<file path="src/rtl/mcss_pkg.sv">
// ----------------------------------------------------------------------------
// mcss_pkg: shared types and constants of the servo slew stepper
// Action codes, register indexes, pulse scaling constants and the
// bundle that passes one step decision down the pulse pipeline.
// ----------------------------------------------------------------------------
package mcss_pkg;

  // Default number of servo channels.
  localparam int CHANNELS_DEF = 12;

  // Field widths.
  localparam int CH_W    = 4;
  localparam int NOW_W   = 32;
  localparam int ANGLE_W = 8;
  localparam int IVL_W   = 16;
  localparam int CNT_W   = 13;
  localparam int REG_W   = 12;

  // Angle and pulse constants.
  localparam logic [ANGLE_W-1:0] MAX_ANGLE  = 8'd180;
  localparam logic [CNT_W-1:0]   FULL_OFF   = 13'd4096;
  localparam logic [REG_W-1:0]   PMIN_RESET = 12'd150;
  localparam logic [REG_W-1:0]   PMAX_RESET = 12'd600;

  // Division by 180 as a multiply by ceil(2^27 / 180) and a shift.
  // Exact for every dividend below 780000; the largest is 180 * 4095.
  localparam int          DIV_SHIFT = 27;
  localparam int          MAG_W     = 20;
  localparam logic [19:0] DIV_K     = 20'd745655;

  // Register indexes of the configuration port.
  localparam logic CFG_PULSE_MIN = 1'b0;
  localparam logic CFG_PULSE_MAX = 1'b1;

  // Result action codes.
  typedef enum logic [1:0] {
    ACT_NONE  = 2'd0,
    ACT_PULSE = 2'd1,
    ACT_OFF   = 2'd2
  } action_t;

  // One step decision, handed from the channel state to the pulse mapper.
  typedef struct packed {
    logic [CH_W-1:0]    channel;
    action_t            action;
    logic [ANGLE_W-1:0] pos;
    logic               done;
  } step_res_t;

endpackage

</file>
<file path="src/rtl/mcss_step.sv">
// ----------------------------------------------------------------------------
// mcss_step: input register and per-channel slew state
// Holds position, last step time and moving flag of every channel and
// decides for each beat whether a step is due and which way it goes.
// ----------------------------------------------------------------------------
module mcss_step #(
  parameter int CHANNELS = mcss_pkg::CHANNELS_DEF
) (
  input  logic                          clk,
  input  logic                          rst_n,
  input  logic                          in_valid,
  output logic                          in_ready,
  input  logic [mcss_pkg::CH_W-1:0]     in_channel,
  input  logic [mcss_pkg::NOW_W-1:0]    in_now_ms,
  input  logic [mcss_pkg::ANGLE_W-1:0]  in_target_position,
  input  logic [mcss_pkg::IVL_W-1:0]    in_step_interval_ms,
  input  logic                          in_new_move,
  output logic                          res_valid,
  input  logic                          res_ready,
  output mcss_pkg::step_res_t           res
);

  localparam int IDX_W = (CHANNELS > 1) ? $clog2(CHANNELS) : 1;

  // Input register.
  logic                         v_r;
  logic [mcss_pkg::CH_W-1:0]    ch_r;
  logic [mcss_pkg::NOW_W-1:0]   now_r;
  logic [mcss_pkg::ANGLE_W-1:0] tgt_r;
  logic [mcss_pkg::IVL_W-1:0]   ivl_r;
  logic                         nm_r;

  // Channel state.
  logic [mcss_pkg::ANGLE_W-1:0] pos_r  [CHANNELS];
  logic [mcss_pkg::NOW_W-1:0]   last_r [CHANNELS];
  logic                         mov_r  [CHANNELS];

  logic                         adv;
  logic [IDX_W+mcss_pkg::CH_W-1:0] ch_wide;
  logic [IDX_W-1:0]             idx;
  logic                         ch_ok;
  logic [mcss_pkg::ANGLE_W-1:0] tgt_sat;
  logic [mcss_pkg::ANGLE_W-1:0] pos_cur;
  logic [mcss_pkg::NOW_W-1:0]   due_time;
  logic                         due;
  logic                         mov_eff;
  logic [mcss_pkg::ANGLE_W-1:0] pos_nxt;
  logic                         mov_nxt;
  mcss_pkg::action_t            act;
  logic                         done;

  assign adv       = v_r && res_ready;
  assign in_ready  = !v_r || res_ready;
  assign res_valid = v_r;

  always_ff @(posedge clk) begin
    if (!rst_n) begin
      v_r <= 1'b0;
    end else if (in_ready) begin
      v_r <= in_valid;
    end
  end

  always_ff @(posedge clk) begin
    if (in_ready && in_valid) begin
      ch_r  <= in_channel;
      now_r <= in_now_ms;
      tgt_r <= in_target_position;
      ivl_r <= in_step_interval_ms;
      nm_r  <= in_new_move;
    end
  end

  // Channel lookup; channels past the last one change nothing.
  assign ch_wide = {{IDX_W{1'b0}}, ch_r};
  assign idx     = ch_wide[IDX_W-1:0];
  assign ch_ok   = (32'(ch_r) < 32'(CHANNELS));
  assign tgt_sat = (tgt_r > mcss_pkg::MAX_ANGLE) ? mcss_pkg::MAX_ANGLE : tgt_r;

  // Step decision: due when the wrapped last time plus interval lies before now.
  always_comb begin
    pos_cur  = ch_ok ? pos_r[idx] : '0;
    due_time = (ch_ok ? last_r[idx] : '0) + mcss_pkg::NOW_W'(ivl_r);
    due      = ch_ok && (due_time < now_r);
    mov_eff  = ch_ok && (mov_r[idx] || nm_r);
    pos_nxt  = pos_cur;
    mov_nxt  = mov_eff;
    act      = mcss_pkg::ACT_NONE;
    done     = 1'b0;
    if (due) begin
      if (pos_cur > tgt_sat) begin
        pos_nxt = pos_cur - 8'd1;
        act     = mcss_pkg::ACT_PULSE;
      end else if (pos_cur < tgt_sat) begin
        pos_nxt = pos_cur + 8'd1;
        act     = mcss_pkg::ACT_PULSE;
      end else begin
        act     = mcss_pkg::ACT_OFF;
        done    = mov_eff;
        mov_nxt = 1'b0;
      end
    end
  end

  // State is written as the beat leaves the input register.
  always_ff @(posedge clk) begin
    if (!rst_n) begin
      for (int i = 0; i < CHANNELS; i++) begin
        pos_r[i]  <= '0;
        last_r[i] <= '0;
        mov_r[i]  <= 1'b0;
      end
    end else if (adv && ch_ok) begin
      pos_r[idx] <= pos_nxt;
      mov_r[idx] <= mov_nxt;
      if (due) begin
        last_r[idx] <= now_r;
      end
    end
  end

  assign res.channel = ch_r;
  assign res.action  = act;
  assign res.pos     = pos_nxt;
  assign res.done    = done;

endmodule

</file>
<file path="src/rtl/mcss_pulse.sv">
// ----------------------------------------------------------------------------
// mcss_pulse: angle to PWM off count pipeline
// Three stages: angle times span, scale by 1/180, then offset, select and
// output register. Each stage holds its beat until the next one is free.
// ----------------------------------------------------------------------------
module mcss_pulse (
  input  logic                         clk,
  input  logic                         rst_n,
  input  logic [mcss_pkg::REG_W-1:0]   pulse_min,
  input  logic [mcss_pkg::REG_W-1:0]   pulse_max,
  input  logic                         res_valid,
  output logic                         res_ready,
  input  mcss_pkg::step_res_t          res,
  output logic                         out_valid,
  input  logic                         out_ready,
  output logic [mcss_pkg::CH_W-1:0]    out_channel,
  output mcss_pkg::action_t            out_action,
  output logic [mcss_pkg::CNT_W-1:0]   out_count,
  output logic                         out_done
);

  localparam int PROD_W = mcss_pkg::MAG_W + 20;

  logic                        span_neg;
  logic [mcss_pkg::REG_W-1:0]  span_abs;

  // Stage a: magnitude of angle times span.
  logic                        a_v_r;
  mcss_pkg::step_res_t         a_res_r;
  logic [mcss_pkg::MAG_W-1:0]  a_mag_r;
  // Stage b: quotient.
  logic                        b_v_r;
  mcss_pkg::step_res_t         b_res_r;
  logic [mcss_pkg::REG_W-1:0]  b_q_r;
  // Stage c: output register.
  logic                        c_v_r;
  logic [mcss_pkg::CH_W-1:0]   c_ch_r;
  mcss_pkg::action_t           c_act_r;
  logic [mcss_pkg::CNT_W-1:0]  c_cnt_r;
  logic                        c_done_r;

  logic                        ready_a;
  logic                        ready_b;
  logic                        ready_c;
  logic [PROD_W-1:0]           q_prod;
  logic signed [14:0]          cnt_s;
  logic [mcss_pkg::CNT_W-1:0]  cnt_sat;
  logic [mcss_pkg::CNT_W-1:0]  cnt_nxt;

  // The span is split into sign and magnitude so the scaling stays unsigned.
  assign span_neg = pulse_max < pulse_min;
  assign span_abs = span_neg ? (pulse_min - pulse_max) : (pulse_max - pulse_min);

  assign ready_c   = !c_v_r || out_ready;
  assign ready_b   = !b_v_r || ready_c;
  assign ready_a   = !a_v_r || ready_b;
  assign res_ready = ready_a;

  // Valid bits of the three stages.
  always_ff @(posedge clk) begin
    if (!rst_n) begin
      a_v_r <= 1'b0;
      b_v_r <= 1'b0;
      c_v_r <= 1'b0;
    end else begin
      if (ready_a) a_v_r <= res_valid;
      if (ready_b) b_v_r <= a_v_r;
      if (ready_c) c_v_r <= b_v_r;
    end
  end

  // Stage a: one 8 by 12 multiply.
  always_ff @(posedge clk) begin
    if (ready_a && res_valid) begin
      a_res_r <= res;
      a_mag_r <= mcss_pkg::MAG_W'(res.pos) * mcss_pkg::MAG_W'(span_abs);
    end
  end

  // Stage b: divide by 180 through the reciprocal.
  assign q_prod = PROD_W'(a_mag_r) * PROD_W'(mcss_pkg::DIV_K);

  always_ff @(posedge clk) begin
    if (ready_b && a_v_r) begin
      b_res_r <= a_res_r;
      b_q_r   <= q_prod[mcss_pkg::DIV_SHIFT +: mcss_pkg::REG_W];
    end
  end

  // Stage c: apply the offset, clamp to the 12-bit range and pick the count.
  assign cnt_s = span_neg ? (15'(signed'({1'b0, pulse_min})) - 15'(signed'({1'b0, b_q_r})))
                          : (15'(signed'({1'b0, pulse_min})) + 15'(signed'({1'b0, b_q_r})));

  always_comb begin
    if (cnt_s < 15'sd0) begin
      cnt_sat = '0;
    end else if (cnt_s > 15'sd4095) begin
      cnt_sat = 13'd4095;
    end else begin
      cnt_sat = cnt_s[mcss_pkg::CNT_W-1:0];
    end
    unique case (b_res_r.action)
      mcss_pkg::ACT_PULSE: cnt_nxt = cnt_sat;
      mcss_pkg::ACT_OFF:   cnt_nxt = mcss_pkg::FULL_OFF;
      default:             cnt_nxt = '0;
    endcase
  end

  always_ff @(posedge clk) begin
    if (ready_c && b_v_r) begin
      c_ch_r   <= b_res_r.channel;
      c_act_r  <= b_res_r.action;
      c_cnt_r  <= cnt_nxt;
      c_done_r <= b_res_r.done;
    end
  end

  assign out_valid   = c_v_r;
  assign out_channel = c_ch_r;
  assign out_action  = c_act_r;
  assign out_count   = c_cnt_r;
  assign out_done    = c_done_r;

endmodule

</file>
<file path="src/rtl/multi_channel_servo_slew_stepper_core.sv">
// ----------------------------------------------------------------------------
// multi_channel_servo_slew_stepper_core: servo slew rate limiter
// Steps each servo channel one degree toward its target per interval and
// maps the angle to a PWM off count.
// ----------------------------------------------------------------------------
// Each input beat services one channel and yields exactly one result beat.
// The core takes one beat per clock cycle while the output is not stalled.
// A beat passes the input register, where the channel state is read and
// written back, then the angle-times-span and the 1/180 scaling stages,
// and is then loaded into the output register. A beat for the same channel
// may follow in the very next cycle, since the state update completes in
// the input stage.
// The pulse_min and pulse_max registers are written through the cfg port
// and must only change while the core holds no beat in flight.
module multi_channel_servo_slew_stepper_core #(
  parameter int CHANNELS = mcss_pkg::CHANNELS_DEF
) (
  input  logic        clk,
  input  logic        rst_n,
  // Input stream.
  input  logic        in_tvalid,
  output logic        in_tready,
  // channel[3:0], now_ms[35:4], target_position[43:36],
  // step_interval_ms[59:44], new_move[60], zero[63:61]
  input  logic [63:0] in_tdata,
  // Result stream.
  output logic        out_tvalid,
  input  logic        out_tready,
  // out_channel[3:0], action[5:4], pulse_off_count[18:6],
  // move_complete[19], zero[23:20]
  output logic [23:0] out_tdata,
  // Configuration write port.
  input  logic        cfg_we,
  input  logic        cfg_addr,
  input  logic [11:0] cfg_wdata
);

  logic [mcss_pkg::REG_W-1:0] pulse_min_r;
  logic [mcss_pkg::REG_W-1:0] pulse_max_r;

  logic                        res_valid;
  logic                        res_ready;
  mcss_pkg::step_res_t         res;
  logic [mcss_pkg::CH_W-1:0]   out_channel;
  mcss_pkg::action_t           out_action;
  logic [mcss_pkg::CNT_W-1:0]  out_count;
  logic                        out_done;

  // Configuration registers.
  always_ff @(posedge clk) begin
    if (!rst_n) begin
      pulse_min_r <= mcss_pkg::PMIN_RESET;
      pulse_max_r <= mcss_pkg::PMAX_RESET;
    end else if (cfg_we) begin
      unique case (cfg_addr)
        mcss_pkg::CFG_PULSE_MIN: pulse_min_r <= cfg_wdata;
        mcss_pkg::CFG_PULSE_MAX: pulse_max_r <= cfg_wdata;
        default: ;
      endcase
    end
  end

  // Channel state and step decision.
  mcss_step #(
    .CHANNELS(CHANNELS)
  ) u_step (
    .clk                 (clk),
    .rst_n               (rst_n),
    .in_valid            (in_tvalid),
    .in_ready            (in_tready),
    .in_channel          (in_tdata[3:0]),
    .in_now_ms           (in_tdata[35:4]),
    .in_target_position  (in_tdata[43:36]),
    .in_step_interval_ms (in_tdata[59:44]),
    .in_new_move         (in_tdata[60]),
    .res_valid           (res_valid),
    .res_ready           (res_ready),
    .res                 (res)
  );

  // Angle to off count pipeline and output register.
  mcss_pulse u_pulse (
    .clk         (clk),
    .rst_n       (rst_n),
    .pulse_min   (pulse_min_r),
    .pulse_max   (pulse_max_r),
    .res_valid   (res_valid),
    .res_ready   (res_ready),
    .res         (res),
    .out_valid   (out_tvalid),
    .out_ready   (out_tready),
    .out_channel (out_channel),
    .out_action  (out_action),
    .out_count   (out_count),
    .out_done    (out_done)
  );

  assign out_tdata = {4'd0, out_done, out_count, out_action, out_channel};

endmodule

</file>
<file path="config.mk">
export PLATFORM = sky130hd
export DESIGN_NAME = multi_channel_servo_slew_stepper_core
export DESIGN_NICKNAME = d
export VERILOG_FILES = /design/src/rtl/mcss_pkg.sv /design/src/rtl/mcss_step.sv /design/src/rtl/mcss_pulse.sv /design/src/rtl/multi_channel_servo_slew_stepper_core.sv
export SDC_FILE = /design/constraint.sdc
export NUM_CORES = 2
export LEC_CHECK = 0
export BUFFER_PORTS_ARGS = -buffer_cell sky130_fd_sc_hd__buf_4
export CORE_ASPECT_RATIO = 1.75
export CORE_MARGIN = 5
export CORE_UTILIZATION = 64
export CTS_CLUSTER_DIAMETER = 100
export DETAILED_ROUTE_END_ITERATION = 16
export GPL_ROUTABILITY_DRIVEN = 0
export HOLD_SLACK_MARGIN = 0.15
export PLACE_DENSITY = 0.92
export SETUP_SLACK_MARGIN = 0.5
export SYNTH_ARGS = -nofsm -noshare
export SYNTH_HDL_FRONTEND = slang
export SYNTH_SLANG_ARGS = --single-unit
export TNS_END_PERCENT = 5
</file>
<file path="constraint.sdc">
create_clock -name clk -period 13.6 [get_ports clk]
set_clock_uncertainty 0.1 [all_clocks]
set_input_delay 2.04 -clock clk [delete_from_list [all_inputs] [get_ports clk]]
set_output_delay 2.04 -clock clk [all_outputs]
set_load 0.02 [all_outputs]
</file>
* After elaboration in Yosys (flattened, before gate mapping) *
Memories as Yosys holds them, arrays and structs flattened. A register that Yosys moved wholly into a read port is not among the register bits.
Index checks and enable logic that the tools add are counted.

word-level totals
  flip-flop bits (word level) = 155
  bits in latches = 0
  RAM bits = 492
  input bits = 82
  output and inout port bits = 26
  word-level logic and storage cells = 107
  memories = 3
  memory bits (read-only) = 0

operators by class
  div/mod/pow operators = 0
  mux-type cells = 36
  bitwise operators = 2
  multipliers = 2
  reduce and logical (&&, ||, !) cells = 23
  $add $sub $neg = 7
  equal/unequal tests = 2
  shift-type cells = 0
  order comparisons = 8

memory list
  name           depth  bits a word  read ports  clocked after Yosys merged registers in  write ports  RTL line         text
  u_step.last_r  12     32           1           1                                        12           mcss_step.sv:35  logic [mcss_pkg::NOW_W-1:0] last_r [CHANNELS];
  u_step.pos_r   12     8            1           1                                        12           mcss_step.sv:34  logic [mcss_pkg::ANGLE_W-1:0] pos_r [CHANNELS];
  u_step.mov_r   12     1            1           1                                        12           mcss_step.sv:36  logic mov_r [CHANNELS];

operators by type and width
  operator                number
  $mux 32                 2
  $mux 8                  6
  $mul 20x20->39 const B  1
  $add 32x16->32          1
  $lt 32x32->1            1
  $reduce_or 32->1        1
  $mux 13                 2
  $pmux 13 s2             1
  $mux 4                  6
  $sub 12x12->12          2
  $mul 8x12->20           1
  $mux 1                  16
  $gt 15x13->1 const B    1
  $lt 15x1->1 const B     1
  $mux 15                 1
  $add 12x12->13          1
  $sub 12x12->13          1
  $lt 12x12->1            1
  $mux 12                 1
  $add 8x1->8 const B     1
  $gt 8x8->1              1
  $gt 8x8->1 const B      1
  $lt 8x8->1              1
  $reduce_or 8->1         1
  13 further kinds        28

* Longest topological paths before layout *
  word-level depth = 11
  mapped depth = 54
  gate-level depth less buffers = 42

* Hierarchy *
Synthesis repeated with hierarchy kept, for this count alone.

second synthesis, totals
  cell total of the unflattened synthesis = 3711
  area, all modules = 47747.0 um^2

by module, submodules not included
  module                                 cells an instance  area an instance (um^2)  times used  sequential area each (um^2)
  mcss_step                              2147               32461.1                  1           21510.6
  mcss_pulse                             1456               14297.5                  1           2042.0
  multi_channel_servo_slew_stepper_core  108                988.4                    1           480.5

* Least setup slack after synthesis *
No wires, ideal clock.

  kind = register to register
  start point = register (tool-made name)
  end point = register u_pulse.a_mag_r[18] in the netlist's numbering, data pin
  library setup time = 0.258 ns
  setup slack = 1.920 ns
  arrival time = 11.323 ns
  data required time = 13.242 ns
  stages on the path, launching flop included = 50
  path buffers = 10
  path through = dfxtp_1 > buf_6 > buf_12 > buf_6 > buf_6 > buf_2 > buf_2 > buf_2 > mux4_2 > mux4_2 > and2_1 > ha_1 > fa_1 > a21o_1 > a21oi_1 > o21ai_0 > a31oi_1 > o21ai_0 > [... 14 more ...] > o21ai_1 > clkbuf_1 > nor2_1 > fa_1 > inv_1 > fa_1 > inv_1 > fa_1 > inv_1 > fa_1 > inv_1 > ha_1 > o41ai_1 > o21ai_0 > o211ai_1 > o2111ai_1 > a21oi_1 > xnor2_1

RTL lines
  item                  RTL line          text
  end signal, assigned  mcss_pulse.sv:76  a_mag_r <= mcss_pkg::MAG_W'(res.pos) * mcss_pkg::MAG_W'(span_abs);
  end, declared         mcss_pulse.sv:30  logic [mcss_pkg::MAG_W-1:0] a_mag_r;

==> qor.yml <==
logic_synthesis:
  yosys-top-cells-count: "771 x edfxtp_1, 416 x inv_1, 406 x nor3_1"
  synthCells: 3646
  synth_top_area_frac: 0.489
  ys_ff_latch: 815
  synth_area_per_cell_um2: 13.0
  synthTopCellsByArea: "edfxtp_1 49%, fa_1 8.7%, ha_1 8.4%"
  yosysMostFrequentCell: "edfxtp_1"
  synth.distinct_cells: 77
  ys_warn_count: 0
  synth_largest_area_cell: "edfxtp_1"
  synthFlopType: "edfxtp_1"
  synth_seq_area_share: 0.507
  ys_async_sr_fraction: 0
  synth_edf_count: 771
  mappedNetlistArea_um2: 47400
die:
  num_rows: 132
  die_h_um: 370
  initial_core_util: 0.642
  die_w_um: 216
  core_area_um2: 73800
  die-area_um2: 79800
  io_pins: 108
timing:
  fin_crit_ns: 12.61
  tightestPinTransition_ns: 1.18
  tns_ns: 0
  min_period_over_period: 0.927
  fmax_mhz: 79.3
  worst_hold_slack_ns: 0.326
  setup_viol: 0
  drv_slew: 0
  layout_setup_ws_ns: 0.991
  hold_violations: 0
  slew-limit-headroom: 0.211
  grt_setup_unrepaired: "false"
critical_path:
  slowest_stage: "dfxtp_4"
  path_class: "register to register"
  startpoint_type: "register"
  arrival_ns: 12.93
  slowest_delay_ns: 0.68
  worstPathRequired_ns: 13.92
  endpoint_kind: "register"
  crit_path_max_fanout: 35
detailed_routing:
  drtIter0Drc: 4852
  ant_nets: 0
  wl_um: 133000
  viasPerCell: 6.87
  wire_per_inst_um: 27.6
  dr_total_vias: 33000
  drcViolationCount: 0
  drt_pass1_iterations: 6
cts:
  numCtsBuffers: 71
  clkTransAtPathRegs_ns: 0.06
  clockRootBuffer: "clkbuf_16"
  htreeDepth: 3
  tritoncts: "built"
  clock-sinks: 815
  insertion_delay_ns: 0.68
  clk_path_buf_depth: 3
finish:
  nets: 4422
  drive_above_1_share: 0.134
  final_util: 0.702
  flow.area_growth_from_synthesis_pct: 9.41
worst_hold_path:
  hp-class: "register to register"
placed_design:
  dpl.hpwl_um: 81200
  port-buffer-count: 100
  post-place-ws_ns: 1.12
global_route:
  grt_max_degree: 225
  grt_remaining_overflow: 0
  grt_pass1_vias: 35000
  grt_pass1_wl_um: 201000
  grt_usage: 0.330
  antenna_found_initial: 3
status:
  status: "finished clean"
run:
  drv_cap: 0
==> final timing paths <==
path / startpoint / to / slack (ns) / cells after the start
min reg2reg: u_pulse.a_res_r[12]$_DFFE_PP_ / u_pulse.b_res_r[12]$_DFFE_PP_ / 0.33 / 0
max: register / u_pulse.a_mag_r[18]$_DFFE_PP_ / 0.99 / 39
max reg2reg: register / u_pulse.a_mag_r[18]$_DFFE_PP_ / 0.99 / 39
min: u_pulse.a_res_r[12]$_DFFE_PP_ / u_pulse.b_res_r[12]$_DFFE_PP_ / 0.33 / 0
==> cells by family after synthesis <==
| family | share of synthesized area |
|---|---|
| other | 0.0000791 |
| AO/OA/AOI/OAI | 0.0485 |
| multiplexers | 0.102 |
| XOR/XNOR | 0.0144 |
| adder cells (fa/ha/maj) | 0.171 |
| AND/OR/NAND/NOR | 0.101 |
| buffers and inverters | 0.0559 |
| flip-flops | 0.507 |
==> metal layers <==
| layer | GRT usage | up-vias | part of all wire |
|---|---|---|---|
| li1 | - | 13400 | - |
| met1 | 0.340 | 15600 | 0.28 |
| met2 | 0.569 | 2935 | 0.50 |
| met3 | 0.0738 | 1080 | 0.11 |
| met4 | 0.277 | 0 | 0.11 |
| met5 | 0 | - | 0 |
==> repair_timing <==
item                       in CTS  in global routing
hold endpoints to repair        0                  0
hold buffers                    0                  0
setup endpoints to repair       0                  8
buffers inserted                0                  1
gates resized for setup         0                  4
==> registers in the layout, indices dropped and copies added (netlist names), 7 cells and up, named ones only <==
name and count:
u_step.tgt_r 8, u_pulse.a_mag_r 20, pulse_max_r 12, u_step.last_r 512
u_step.pos_r 128, u_step.now_r 32, u_pulse.b_q_r 12, u_step.mov_r 16
u_step.ivl_r 16, u_pulse.a_res_r 7, u_pulse.out_count 13, pulse_min_r 12
u_pulse.b_res_r 7
==> cell usage in the layout (no fill, tap or decap), drive strengths merged, types with 95 or more instances in the layout <==
master,Yosys,final
ha,319,319
nor2,238,238
inv,417,420
a21oi,98,98
edfxtp,771,771
mux4,198,198
fa,205,205
o21ai,95,95
conb,1,168
nand2,137,137
buf,65,162
nor3,407,407
==> layout make-up <==
class,count,area [µm²]
Clock buffer,83,1830
Clock inverter,45,433
Antenna cell,2,5.00
Fill cell,4290,22000
Multi-Input combinational cell,2349,21600
Timing Repair Buffer,162,1240
Sequential cell,815,24000
Inverter,417,1570
Tap cell,938,1170
==> critical path, delay by kind of cell (launching register included) <==
kind | cells | cell delay, ns
AOI/OAI and AO/OA | 15 | 5.18
xor gates and xnor gates | 2 | 0.29
adders and majority gates | 7 | 3.01
buffers and inverters | 6 | 0.99
DFF | 1 | 0.68
muxes | 2 | 0.86
and+or+nand+nor | 7 | 1.19
==> per-stage QoR <==
step	instance area [µm²]	instances
after detailed placement	49500	4680
after global routing	51800	4809
after floorplan	48000	3813
after CTS	51800	4808
after global placement	49500	4680
final	51800	4811
Power is not shown: default switching activity piles up to over one toggle a cycle in this logic, so the estimate is an artifact.
